===== config.mk =====
export PLATFORM = sky130hd
export DESIGN_NAME = shell_command_lexer
export DESIGN_NICKNAME = d
export VERILOG_FILES = /design/src/rtl/scl_pkg.sv /design/src/rtl/scl_core.sv /design/src/rtl/scl_out_fifo.sv /design/src/rtl/shell_command_lexer.sv
export SDC_FILE = /design/constraint.sdc
export NUM_CORES = 1
export LEC_CHECK = 0
export BUFFER_PORTS_ARGS = -buffer_cell sky130_fd_sc_hd__buf_2
export CAP_MARGIN = 20
export CORE_ASPECT_RATIO = 0.5
export CORE_MARGIN = 1.5
export CORE_UTILIZATION = 30
export DETAILED_ROUTE_END_ITERATION = 8
export SYNTH_ARGS = -nofsm -noshare
export SYNTH_HDL_FRONTEND = slang
export SYNTH_SLANG_ARGS = --single-unit

===== constraint.sdc =====
create_clock -name clk -period 4.6 [get_ports clk]
set_input_delay 0.23 -clock clk [delete_from_list [all_inputs] [get_ports clk]]
set_output_delay 0.23 -clock clk [all_outputs]
set_load 0.02 [all_outputs]

===== src/rtl/scl_pkg.sv =====
// ----------------------------------------------------------------------------
// scl_pkg: shared definitions for the shell command lexer
// Token codes, character codes, size constants and the result record.
// ----------------------------------------------------------------------------
package scl_pkg;

    localparam int MAX_TOKEN_COUNT = 64;
    localparam int MAX_VALUE_LEN   = 64;

    localparam int LEN_W = $clog2(MAX_VALUE_LEN);
    localparam int CNT_W = $clog2(MAX_TOKEN_COUNT);

    localparam logic [LEN_W-1:0] LEN_LIMIT = LEN_W'(MAX_VALUE_LEN - 1);
    localparam logic [CNT_W-1:0] TOT_LIMIT = CNT_W'(MAX_TOKEN_COUNT - 1);

    // Result queue size. It must be a power of two, and at least 4.
    localparam int FIFO_DEPTH = 4;
    localparam int PTR_W      = $clog2(FIFO_DEPTH);
    localparam int FCNT_W     = PTR_W + 1;

    localparam logic [3:0] TT_WORD     = 4'd0;
    localparam logic [3:0] TT_NUMBER   = 4'd1;
    localparam logic [3:0] TT_STRING   = 4'd2;
    localparam logic [3:0] TT_OPERATOR = 4'd3;
    localparam logic [3:0] TT_PIPE     = 4'd4;
    localparam logic [3:0] TT_IN       = 4'd5;
    localparam logic [3:0] TT_OUT      = 4'd6;
    localparam logic [3:0] TT_APPEND   = 4'd7;
    localparam logic [3:0] TT_SEMI     = 4'd8;
    localparam logic [3:0] TT_EOF      = 4'd9;

    localparam logic [7:0] CH_NUL   = 8'h00;
    localparam logic [7:0] CH_TAB   = 8'h09;
    localparam logic [7:0] CH_CR    = 8'h0D;
    localparam logic [7:0] CH_SPACE = 8'h20;
    localparam logic [7:0] CH_DQ    = 8'h22;
    localparam logic [7:0] CH_PCT   = 8'h25;
    localparam logic [7:0] CH_AMP   = 8'h26;
    localparam logic [7:0] CH_SQ    = 8'h27;
    localparam logic [7:0] CH_STAR  = 8'h2A;
    localparam logic [7:0] CH_PLUS  = 8'h2B;
    localparam logic [7:0] CH_MINUS = 8'h2D;
    localparam logic [7:0] CH_ZERO  = 8'h30;
    localparam logic [7:0] CH_NINE  = 8'h39;
    localparam logic [7:0] CH_SEMI  = 8'h3B;
    localparam logic [7:0] CH_LT    = 8'h3C;
    localparam logic [7:0] CH_EQ    = 8'h3D;
    localparam logic [7:0] CH_GT    = 8'h3E;
    localparam logic [7:0] CH_PIPE  = 8'h7C;

    typedef struct packed {
        logic [3:0] token_type;
        logic [7:0] value_byte;
        logic       byte_valid;
        logic       token_start;
        logic       last_of_input;
    } result_t;

    // Results produced by one item in one cycle: count is 0, 1 or 2.
    typedef struct packed {
        logic [1:0] count;
        result_t    first;
        result_t    second;
    } push_t;

    function automatic result_t make_result(input logic [3:0] ttype, input logic [7:0] b,
                                            input logic bvalid, input logic start);
        result_t r;
        r.token_type    = ttype;
        r.value_byte    = bvalid ? b : CH_NUL;
        r.byte_valid    = bvalid;
        r.token_start   = start;
        r.last_of_input = 1'b0;
        return r;
    endfunction

    function automatic logic is_blank(input logic [7:0] c);
        return (c == CH_SPACE) || ((c >= CH_TAB) && (c <= CH_CR));
    endfunction

    function automatic logic is_digit(input logic [7:0] c);
        return (c >= CH_ZERO) && (c <= CH_NINE);
    endfunction

    function automatic logic is_op(input logic [7:0] c);
        return (c == CH_PLUS) || (c == CH_MINUS) || (c == CH_EQ) ||
               (c == CH_STAR) || (c == CH_PCT) || (c == CH_AMP);
    endfunction

    function automatic logic is_quote(input logic [7:0] c);
        return (c == CH_DQ) || (c == CH_SQ);
    endfunction

    function automatic logic is_word(input logic [7:0] c);
        return !is_blank(c) && (c != CH_PIPE) && (c != CH_LT) && (c != CH_GT) &&
               (c != CH_SEMI) && !is_quote(c) && !is_op(c);
    endfunction

endpackage


===== src/rtl/scl_core.sv =====
// ----------------------------------------------------------------------------
// scl_core: lexer state and per-character token logic
// Sorts one registered item per cycle while go is high and produces up to two results.
// ----------------------------------------------------------------------------
module scl_core (
    input  logic            clk,
    input  logic            rst_n,
    input  logic            go,
    input  logic            action,
    input  logic [7:0]      char_byte,
    output scl_pkg::push_t  push
);

    typedef enum logic [5:0] {
        M_IDLE    = 6'b000001,
        M_WORD    = 6'b000010,
        M_NUMBER  = 6'b000100,
        M_STRING  = 6'b001000,
        M_STRFULL = 6'b010000,
        M_PENDGT  = 6'b100000
    } lex_mode_t;

    lex_mode_t                     mode_reg, mode_next;
    logic                          quote_reg, quote_next;
    logic [scl_pkg::LEN_W-1:0]     len_reg, len_next;
    logic [scl_pkg::CNT_W-1:0]     total_reg, total_next;

    logic                          do_sort;
    logic                          sort_en;
    scl_pkg::result_t              sort_res;
    scl_pkg::result_t              res0, res1;
    logic [1:0]                    cnt;
    logic [7:0]                    quote_ch;

    always_comb
    begin
        mode_next  = mode_reg;
        quote_next = quote_reg;
        len_next   = len_reg;
        total_next = total_reg;
        cnt        = 2'd0;
        res0       = scl_pkg::make_result(scl_pkg::TT_WORD, scl_pkg::CH_NUL, 1'b0, 1'b0);
        res1       = res0;
        sort_res   = res0;
        do_sort    = 1'b0;
        sort_en    = 1'b0;
        quote_ch   = quote_reg ? scl_pkg::CH_SQ : scl_pkg::CH_DQ;

        if (action)
        begin
            // End of line: flush a waiting '>' and close with the EOF token.
            if (mode_reg == M_PENDGT)
            begin
                res0 = scl_pkg::make_result(scl_pkg::TT_OUT, scl_pkg::CH_GT, 1'b1, 1'b1);
                res1 = scl_pkg::make_result(scl_pkg::TT_EOF, scl_pkg::CH_NUL, 1'b0, 1'b1);
                cnt  = 2'd2;
            end
            else
            begin
                res0 = scl_pkg::make_result(scl_pkg::TT_EOF, scl_pkg::CH_NUL, 1'b0, 1'b1);
                cnt  = 2'd1;
            end
            mode_next  = M_IDLE;
            quote_next = 1'b0;
            len_next   = '0;
            total_next = '0;
        end
        else if (char_byte != scl_pkg::CH_NUL)
        begin
            case (mode_reg)
                M_WORD:
                begin
                    if (scl_pkg::is_word(char_byte) && (len_reg < scl_pkg::LEN_LIMIT))
                    begin
                        len_next = len_reg + scl_pkg::LEN_W'(1);
                        res0 = scl_pkg::make_result(scl_pkg::TT_WORD, char_byte, 1'b1, 1'b0);
                        cnt  = 2'd1;
                    end
                    else
                    begin
                        do_sort = 1'b1;
                    end
                end
                M_NUMBER:
                begin
                    if (scl_pkg::is_digit(char_byte) && (len_reg < scl_pkg::LEN_LIMIT))
                    begin
                        len_next = len_reg + scl_pkg::LEN_W'(1);
                        res0 = scl_pkg::make_result(scl_pkg::TT_NUMBER, char_byte, 1'b1,
                                                    1'b0);
                        cnt  = 2'd1;
                    end
                    else
                    begin
                        do_sort = 1'b1;
                    end
                end
                M_STRING:
                begin
                    if (char_byte == quote_ch)
                    begin
                        mode_next = M_IDLE;
                    end
                    else
                    begin
                        len_next = len_reg + scl_pkg::LEN_W'(1);
                        if (len_next >= scl_pkg::LEN_LIMIT)
                        begin
                            mode_next = M_STRFULL;
                        end
                        res0 = scl_pkg::make_result(scl_pkg::TT_STRING, char_byte, 1'b1,
                                                    1'b0);
                        cnt  = 2'd1;
                    end
                end
                M_STRFULL:
                begin
                    // A full string still swallows its closing quote.
                    if (char_byte == quote_ch)
                    begin
                        mode_next = M_IDLE;
                    end
                    else
                    begin
                        do_sort = 1'b1;
                    end
                end
                M_PENDGT:
                begin
                    if (char_byte == scl_pkg::CH_GT)
                    begin
                        mode_next = M_IDLE;
                        res0 = scl_pkg::make_result(scl_pkg::TT_APPEND, char_byte, 1'b1,
                                                    1'b1);
                        res1 = scl_pkg::make_result(scl_pkg::TT_APPEND, char_byte, 1'b1,
                                                    1'b0);
                        cnt  = 2'd2;
                    end
                    else
                    begin
                        res0 = scl_pkg::make_result(scl_pkg::TT_OUT, scl_pkg::CH_GT, 1'b1,
                                                    1'b1);
                        cnt     = 2'd1;
                        do_sort = 1'b1;
                    end
                end
                default:
                begin
                    do_sort = 1'b1;
                end
            endcase

            // A non-blank character met between tokens starts a new one, unless the line
            // already holds the most tokens allowed.
            if (do_sort)
            begin
                mode_next = M_IDLE;
                if ((total_reg < scl_pkg::TOT_LIMIT) && !scl_pkg::is_blank(char_byte))
                begin
                    total_next = total_reg + scl_pkg::CNT_W'(1);
                    if (char_byte == scl_pkg::CH_PIPE)
                    begin
                        sort_res = scl_pkg::make_result(scl_pkg::TT_PIPE, char_byte, 1'b1,
                                                        1'b1);
                        sort_en  = 1'b1;
                    end
                    else if (char_byte == scl_pkg::CH_LT)
                    begin
                        sort_res = scl_pkg::make_result(scl_pkg::TT_IN, char_byte, 1'b1, 1'b1);
                        sort_en  = 1'b1;
                    end
                    else if (char_byte == scl_pkg::CH_SEMI)
                    begin
                        sort_res = scl_pkg::make_result(scl_pkg::TT_SEMI, char_byte, 1'b1,
                                                        1'b1);
                        sort_en  = 1'b1;
                    end
                    else if (char_byte == scl_pkg::CH_GT)
                    begin
                        mode_next = M_PENDGT;
                    end
                    else if (scl_pkg::is_quote(char_byte))
                    begin
                        mode_next  = M_STRING;
                        quote_next = (char_byte == scl_pkg::CH_SQ);
                        len_next   = '0;
                        sort_res   = scl_pkg::make_result(scl_pkg::TT_STRING, scl_pkg::CH_NUL,
                                                          1'b0, 1'b1);
                        sort_en    = 1'b1;
                    end
                    else if (scl_pkg::is_op(char_byte))
                    begin
                        sort_res = scl_pkg::make_result(scl_pkg::TT_OPERATOR, char_byte, 1'b1,
                                                        1'b1);
                        sort_en  = 1'b1;
                    end
                    else if (scl_pkg::is_digit(char_byte))
                    begin
                        mode_next = M_NUMBER;
                        len_next  = scl_pkg::LEN_W'(1);
                        sort_res  = scl_pkg::make_result(scl_pkg::TT_NUMBER, char_byte, 1'b1,
                                                         1'b1);
                        sort_en   = 1'b1;
                    end
                    else
                    begin
                        mode_next = M_WORD;
                        len_next  = scl_pkg::LEN_W'(1);
                        sort_res  = scl_pkg::make_result(scl_pkg::TT_WORD, char_byte, 1'b1,
                                                         1'b1);
                        sort_en   = 1'b1;
                    end
                end
                if (sort_en)
                begin
                    if (cnt == 2'd0)
                    begin
                        res0 = sort_res;
                    end
                    else
                    begin
                        res1 = sort_res;
                    end
                    cnt = cnt + 2'd1;
                end
            end
        end

        if (cnt == 2'd2)
        begin
            res1.last_of_input = 1'b1;
        end
        else if (cnt == 2'd1)
        begin
            res0.last_of_input = 1'b1;
        end
    end

    assign push.count  = go ? cnt : 2'd0;
    assign push.first  = res0;
    assign push.second = res1;

    always_ff @(posedge clk or negedge rst_n)
    begin
        if (!rst_n)
        begin
            mode_reg  <= M_IDLE;
            quote_reg <= 1'b0;
            len_reg   <= '0;
            total_reg <= '0;
        end
        else if (go)
        begin
            mode_reg  <= mode_next;
            quote_reg <= quote_next;
            len_reg   <= len_next;
            total_reg <= total_next;
        end
    end

    a_total_bound: assert property (@(posedge clk) disable iff (!rst_n)
        total_reg <= scl_pkg::TOT_LIMIT)
        else $error("token count passed its limit");

    a_eol_clears: assert property (@(posedge clk) disable iff (!rst_n)
        (go && action) |=> (mode_reg == M_IDLE) && (total_reg == '0) && (len_reg == '0))
        else $error("end of line did not return the lexer to idle");

    a_word_len: assert property (@(posedge clk) disable iff (!rst_n)
        ((mode_reg == M_WORD) || (mode_reg == M_NUMBER)) |-> (len_reg != '0))
        else $error("open word or number holds no bytes");

endmodule


===== src/rtl/scl_out_fifo.sv =====
// ----------------------------------------------------------------------------
// scl_out_fifo: result queue
// Takes up to two results a cycle from the lexer and hands one per transfer.
// ----------------------------------------------------------------------------
module scl_out_fifo (
    input  logic              clk,
    input  logic              rst_n,
    input  scl_pkg::push_t    push,
    output logic              room,
    output logic              out_valid,
    input  logic              out_stall,
    output scl_pkg::result_t  out_data
);

    scl_pkg::result_t                 entry_reg [scl_pkg::FIFO_DEPTH];
    logic [scl_pkg::PTR_W-1:0]        wr_ptr_reg, wr_ptr_next;
    logic [scl_pkg::PTR_W-1:0]        rd_ptr_reg, rd_ptr_next;
    logic [scl_pkg::FCNT_W-1:0]       count_reg, count_next;
    logic                             pop;

    assign out_valid = (count_reg != '0);
    assign out_data  = entry_reg[rd_ptr_reg];
    assign pop       = out_valid && !out_stall;

    // Room for a worst-case item, judged without counting this cycle's pop.
    assign room = (count_reg <= scl_pkg::FCNT_W'(scl_pkg::FIFO_DEPTH - 2));

    assign wr_ptr_next = wr_ptr_reg + scl_pkg::PTR_W'(push.count);
    assign rd_ptr_next = rd_ptr_reg + scl_pkg::PTR_W'(pop);
    assign count_next  = count_reg + scl_pkg::FCNT_W'(push.count)
                         - scl_pkg::FCNT_W'(pop);

    always_ff @(posedge clk)
    begin
        if (push.count != 2'd0)
        begin
            entry_reg[wr_ptr_reg] <= push.first;
        end
        if (push.count == 2'd2)
        begin
            entry_reg[wr_ptr_reg + scl_pkg::PTR_W'(1)] <= push.second;
        end
    end

    always_ff @(posedge clk or negedge rst_n)
    begin
        if (!rst_n)
        begin
            wr_ptr_reg <= '0;
            rd_ptr_reg <= '0;
            count_reg  <= '0;
        end
        else
        begin
            wr_ptr_reg <= wr_ptr_next;
            rd_ptr_reg <= rd_ptr_next;
            count_reg  <= count_next;
        end
    end

    a_count_bound: assert property (@(posedge clk) disable iff (!rst_n)
        count_reg <= scl_pkg::FCNT_W'(scl_pkg::FIFO_DEPTH))
        else $error("result queue overflowed");

    a_push_room: assert property (@(posedge clk) disable iff (!rst_n)
        (push.count != 2'd0) |-> room)
        else $error("results written without room");

    a_pointer_gap: assert property (@(posedge clk) disable iff (!rst_n)
        (count_reg == '0) |-> (wr_ptr_reg == rd_ptr_reg))
        else $error("empty queue with unequal pointers");

endmodule


===== src/rtl/shell_command_lexer.sv =====
// ----------------------------------------------------------------------------
// shell_command_lexer: streaming shell command-line lexer
// Input channel (in_valid/in_stall) carries one character or an end-of-line
// mark per transfer. Output channel (out_valid/out_stall) carries one token
// byte per transfer with type, start mark and last-of-input mark; an item
// makes zero, one or two results.
// Throughput: one item per cycle while in_stall is low. The input register
// feeds the lexer, whose results go into a four-entry result queue; the lexer
// advances only while the queue holds at most two results, so a stalled
// receiver fills the queue and then raises in_stall. Items that make two
// results ('>>', '>' before another token, '>' at end of line) can raise
// in_stall when the receiver takes less than one result per cycle.
// Reset: the lexer is idle between tokens with no tokens counted, the queue
// is empty, and in_stall is low. End of line returns the lexer to that state.
// ----------------------------------------------------------------------------
module shell_command_lexer (
    input  logic        clk,
    input  logic        rst_n,
    input  logic        in_valid,
    output logic        in_stall,
    input  logic        action,
    input  logic [7:0]  char_byte,
    output logic        out_valid,
    input  logic        out_stall,
    output logic [3:0]  token_type,
    output logic [7:0]  value_byte,
    output logic        byte_valid,
    output logic        token_start,
    output logic        last_of_input
);

    logic              item_valid_reg;
    logic              action_reg;
    logic [7:0]        char_reg;
    logic              room;
    logic              go;
    scl_pkg::push_t    push;
    scl_pkg::result_t  out_data;

    assign go       = item_valid_reg && room;
    assign in_stall = item_valid_reg && !room;

    always_ff @(posedge clk or negedge rst_n)
    begin
        if (!rst_n)
        begin
            item_valid_reg <= 1'b0;
        end
        else if (!in_stall)
        begin
            item_valid_reg <= in_valid;
        end
    end

    always_ff @(posedge clk)
    begin
        if (in_valid && !in_stall)
        begin
            action_reg <= action;
            char_reg   <= char_byte;
        end
    end

    scl_core u_core (
        .clk       (clk),
        .rst_n     (rst_n),
        .go        (go),
        .action    (action_reg),
        .char_byte (char_reg),
        .push      (push)
    );

    scl_out_fifo u_out_fifo (
        .clk       (clk),
        .rst_n     (rst_n),
        .push      (push),
        .room      (room),
        .out_valid (out_valid),
        .out_stall (out_stall),
        .out_data  (out_data)
    );

    assign token_type    = out_data.token_type;
    assign value_byte    = out_data.value_byte;
    assign byte_valid    = out_data.byte_valid;
    assign token_start   = out_data.token_start;
    assign last_of_input = out_data.last_of_input;

endmodule

==> flow_summary.json <==
{
  "outcome": "complete, no violations",
  "track_usage": 0.148,
  "finClkSkew_ns": 0.00715,
  "swShare": 0.414,
  "vias": 4452,
  "die_h_microns": 104,
  "wl_per_cell_microns": 18.5,
  "syn_avg_cell_area_sq_um": 11.4,
  "place_congestion": 0.933,
  "period_minus_slack_ns": 4.21,
  "synthFlopType": "edfxtp_1",
  "netlist_area_sq_mm": 0.00607,
  "regArea_sq_mm": 0.00275,
  "seqPwrFrac": 0.363,
  "async_reset_ff_frac": 0.281,
  "cts_tree": "built",
  "largest_reg_flops": 60,
  "post-synth-top-area-cell": "edfxtp_1",
  "setup_viol": 0,
  "drtIter0Drc": 375,
  "io_pins": 30,
  "ys_types": 89,
  "worst_setup_path_start_kind": "register",
  "slew_headroom": 0.464,
  "final.fill_count": 1955,
  "fmax_ghz": 0.237,
  "final.period_utilization": 0.916,
  "yosysMostFrequentCell": "edfxtp_1",
  "synth_edf_count": 69,
  "clockPowerShare": 0.183,
  "hold_path_class": "input port to register",
  "start_util": 0.309,
  "reg2regPathDepth": 14,
  "synth_common_cells": "edfxtp_1 (69), mux2i_1 (49), nor2_1 (30)",
  "worst-setup-path-type": "register to register",
  "overflow": 0,
  "row_count": 36,
  "r2r_end": "u_out_fifo.count_reg[2]",
  "syn_inst": 530,
  "place_hpwl_microns": 11400,
  "h-tree-depth": 3,
  "leakagePower_uw": 0.00252,
  "seq_area_frac_synth": 0.453,
  "cts-root-buf": "clkbuf_16",
  "cp-startpoint": "char_reg[3]",
  "grt_pass1_wl_microns": 24200,
  "critPathRequiredTime_ns": 4.87,
  "netlist_top_cells_area": "edfxtp_1 (34%), dfrtp_1 (11%), mux2i_1 (8.1%)",
  "cts_sinks": 96,
  "cp.arrival_ns": 4.48,
  "tightest_slew_ns": 0.804,
  "rr_startpoint": "char_reg[3]",
  "multi_input_area_sq_mm": 0.00309,
  "antenna_found_initial": 0,
  "clk_pin_slew_ns": 0.07,
  "endpoint": "u_out_fifo.count_reg[2]",
  "area_growth_pct": 13.2,
  "cts_made_buffers": 9,
  "layout.nets": 586,
  "cts.repair.resized": 0,
  "die_w_microns": 204,
  "crit_fanout": 20,
  "yosysWarnings": 0,
  "maxSlewViolCount": 0,
  "drc_errors": 0,
  "synth_top_area_share": 0.342,
  "pwr-share-comb": 0.454,
  "fin_setup_tns_ns": 0,
  "rsz0062_at_grt": "no",
  "clockBufferDepth": 2,
  "ys_seq_elements": 96,
  "core_sq_mm": 0.0196,
  "dieArea_sq_mm": 0.0211,
  "dr.pass1.iters": 6,
  "internal_power_uw": 2330,
  "routed_wl_microns": 15400,
  "antenna_cells": 0,
  "crit_path_end_kind": "register",
  "synth.net_count": 553,
  "ant_nets": 0,
  "grt_max_degree": 28,
  "vdd_drop_max_uv": 187,
  "port_buffers": 29,
  "viasPerCell": 5.34,
  "hold_ws_ns": 0.0493,
  "reg2reg_slack_ns": 0.39,
  "hold_viol_final": 0,
  "drive_above_1_share": 0.220,
  "p_per_area_mw_per_mm2": 579,
  "p_sw_uw": 1650,
  "grt_pass1_vias": 4283,
  "clock_latency_ns": 0.35,
  "drv_cap": 0
}
==> area by class of cell <==
class,count,share of cell area
inverters,15,0.00820
clock buffers,10,0.0333
multi-input cells,385,0.450
flip-flops and latches,96,0.400
clock inverters,6,0.00783
well taps,266,0.0484
repair buffers,56,0.0521
==> placed cells by master, fill, tap and decap left out, types with 4 or more instances in the layout <==
cell type   n
a31oi_1     9
nand3_1    16
and3_1      9
nor2_1     30
o31ai_1     7
a22oi_1     5
mux4_2     15
nand2b_1   10
nor4_1      5
nor2b_1    12
xor2_1      5
buf_2      29
nor3_1      8
o21ai_0    26
xnor2_1     5
a211oi_1    4
or3_1       6
buf_4      25
mux2i_1    49
o21ai_1     4
ha_1        9
mux2_2      6
nand2_1    28
clkbuf_16   9
a21o_1      5
nor3b_1     5
inv_1      14
a21oi_1    23
dfrtp_1    26
edfxtp_1   69
==> power groups by stage <==
stage	sequential (uW)	combinational (uW)	clock (uW)
floorplan	1310	1410	0
global placement	1480	1750	0
detailed placement	1490	1760	0
CTS	1470	1780	735
global route	1480	1960	775
finish	1440	1810	729
==> how the worst min path moves through the flow <==
stage | from | end | slack, ns | depth (start not counted)
final | char_byte[6] | char_reg[6] | 0.05 | 1
after global placement | rst_n | u_core.total_reg[2] | 0.29 | 1
after detailed placement | rst_n | u_core.total_reg[1] | 0.29 | 1
after global routing | char_byte[6] | char_reg[6] | 0.04 | 1
after floorplan | rst_n | item_valid_reg | -0.07 | 0
after CTS | char_byte[6] | char_reg[6] | 0.05 | 1
==> logic make-up (layout without fill, tap and decap cells) <==
kind of cell | count (synthesis) | count (layout) | share of synthesized area
xor gates and xnor gates | 10 | 10 | 0.0144
DFF | 96 | 96 | 0.453
buffers and inverters | 49 | 87 | 0.0390
AOI/OAI and AO/OA | 131 | 131 | 0.164
adders and majority gates | 10 | 10 | 0.0219
and+or+nand+nor | 162 | 162 | 0.156
muxes | 72 | 72 | 0.151
==> layer usage <==
| metal | up-vias | wire (microns) | GRT usage |
|---|---|---|---|
| met5 | - | 0 | 0 |
| met2 | 113 | 6820 | 0.225 |
| met4 | 0 | 219 | 0.0378 |
| li1 | 2131 | - | - |
| met3 | 21 | 774 | 0.0330 |
| met1 | 2187 | 7590 | 0.210 |
==> worst max-delay path: stages, from the launching register on <==
cell      delay (ns)
edfxtp_1        0.76
and4b_1         0.33
a21oi_1         0.05
o22ai_1         0.34
o21ai_1         0.24
nor2_2          0.18
ha_1            0.26
o21a_1          0.20
o21ai_1         0.56
or2_2           0.25
ha_1            0.13
inv_1           0.05
fa_1            0.42
xnor2_1         0.20
xnor2_1         0.15
==> what timing repair did <==
| action | CTS | global route |
|---|---|---|
| buffers inserted | 0 | 0 |
| hold buffers | 1 | 0 |
| endpoints found under the hold margin | 26 | 0 |
==> per-stage QoR <==
| stage | cells | setup WS (ns) | area, sq um | power [uW] | util |
|---|---|---|---|---|---|
| floorplan | 530 | 0.229 | 6070 | 2720 | - |
| global placement | 815 | 0.532 | 6560 | 3230 | 0.334 |
| detailed placement | 815 | 0.440 | 6560 | 3250 | 0.334 |
| CTS | 832 | 0.414 | 6850 | 3980 | 0.349 |
| global route | 834 | 0.0880 | 6870 | 4220 | 0.350 |
| finish | 834 | 0.385 | 6870 | 3980 | 0.350 |
(Power assumes the default switching activity.)
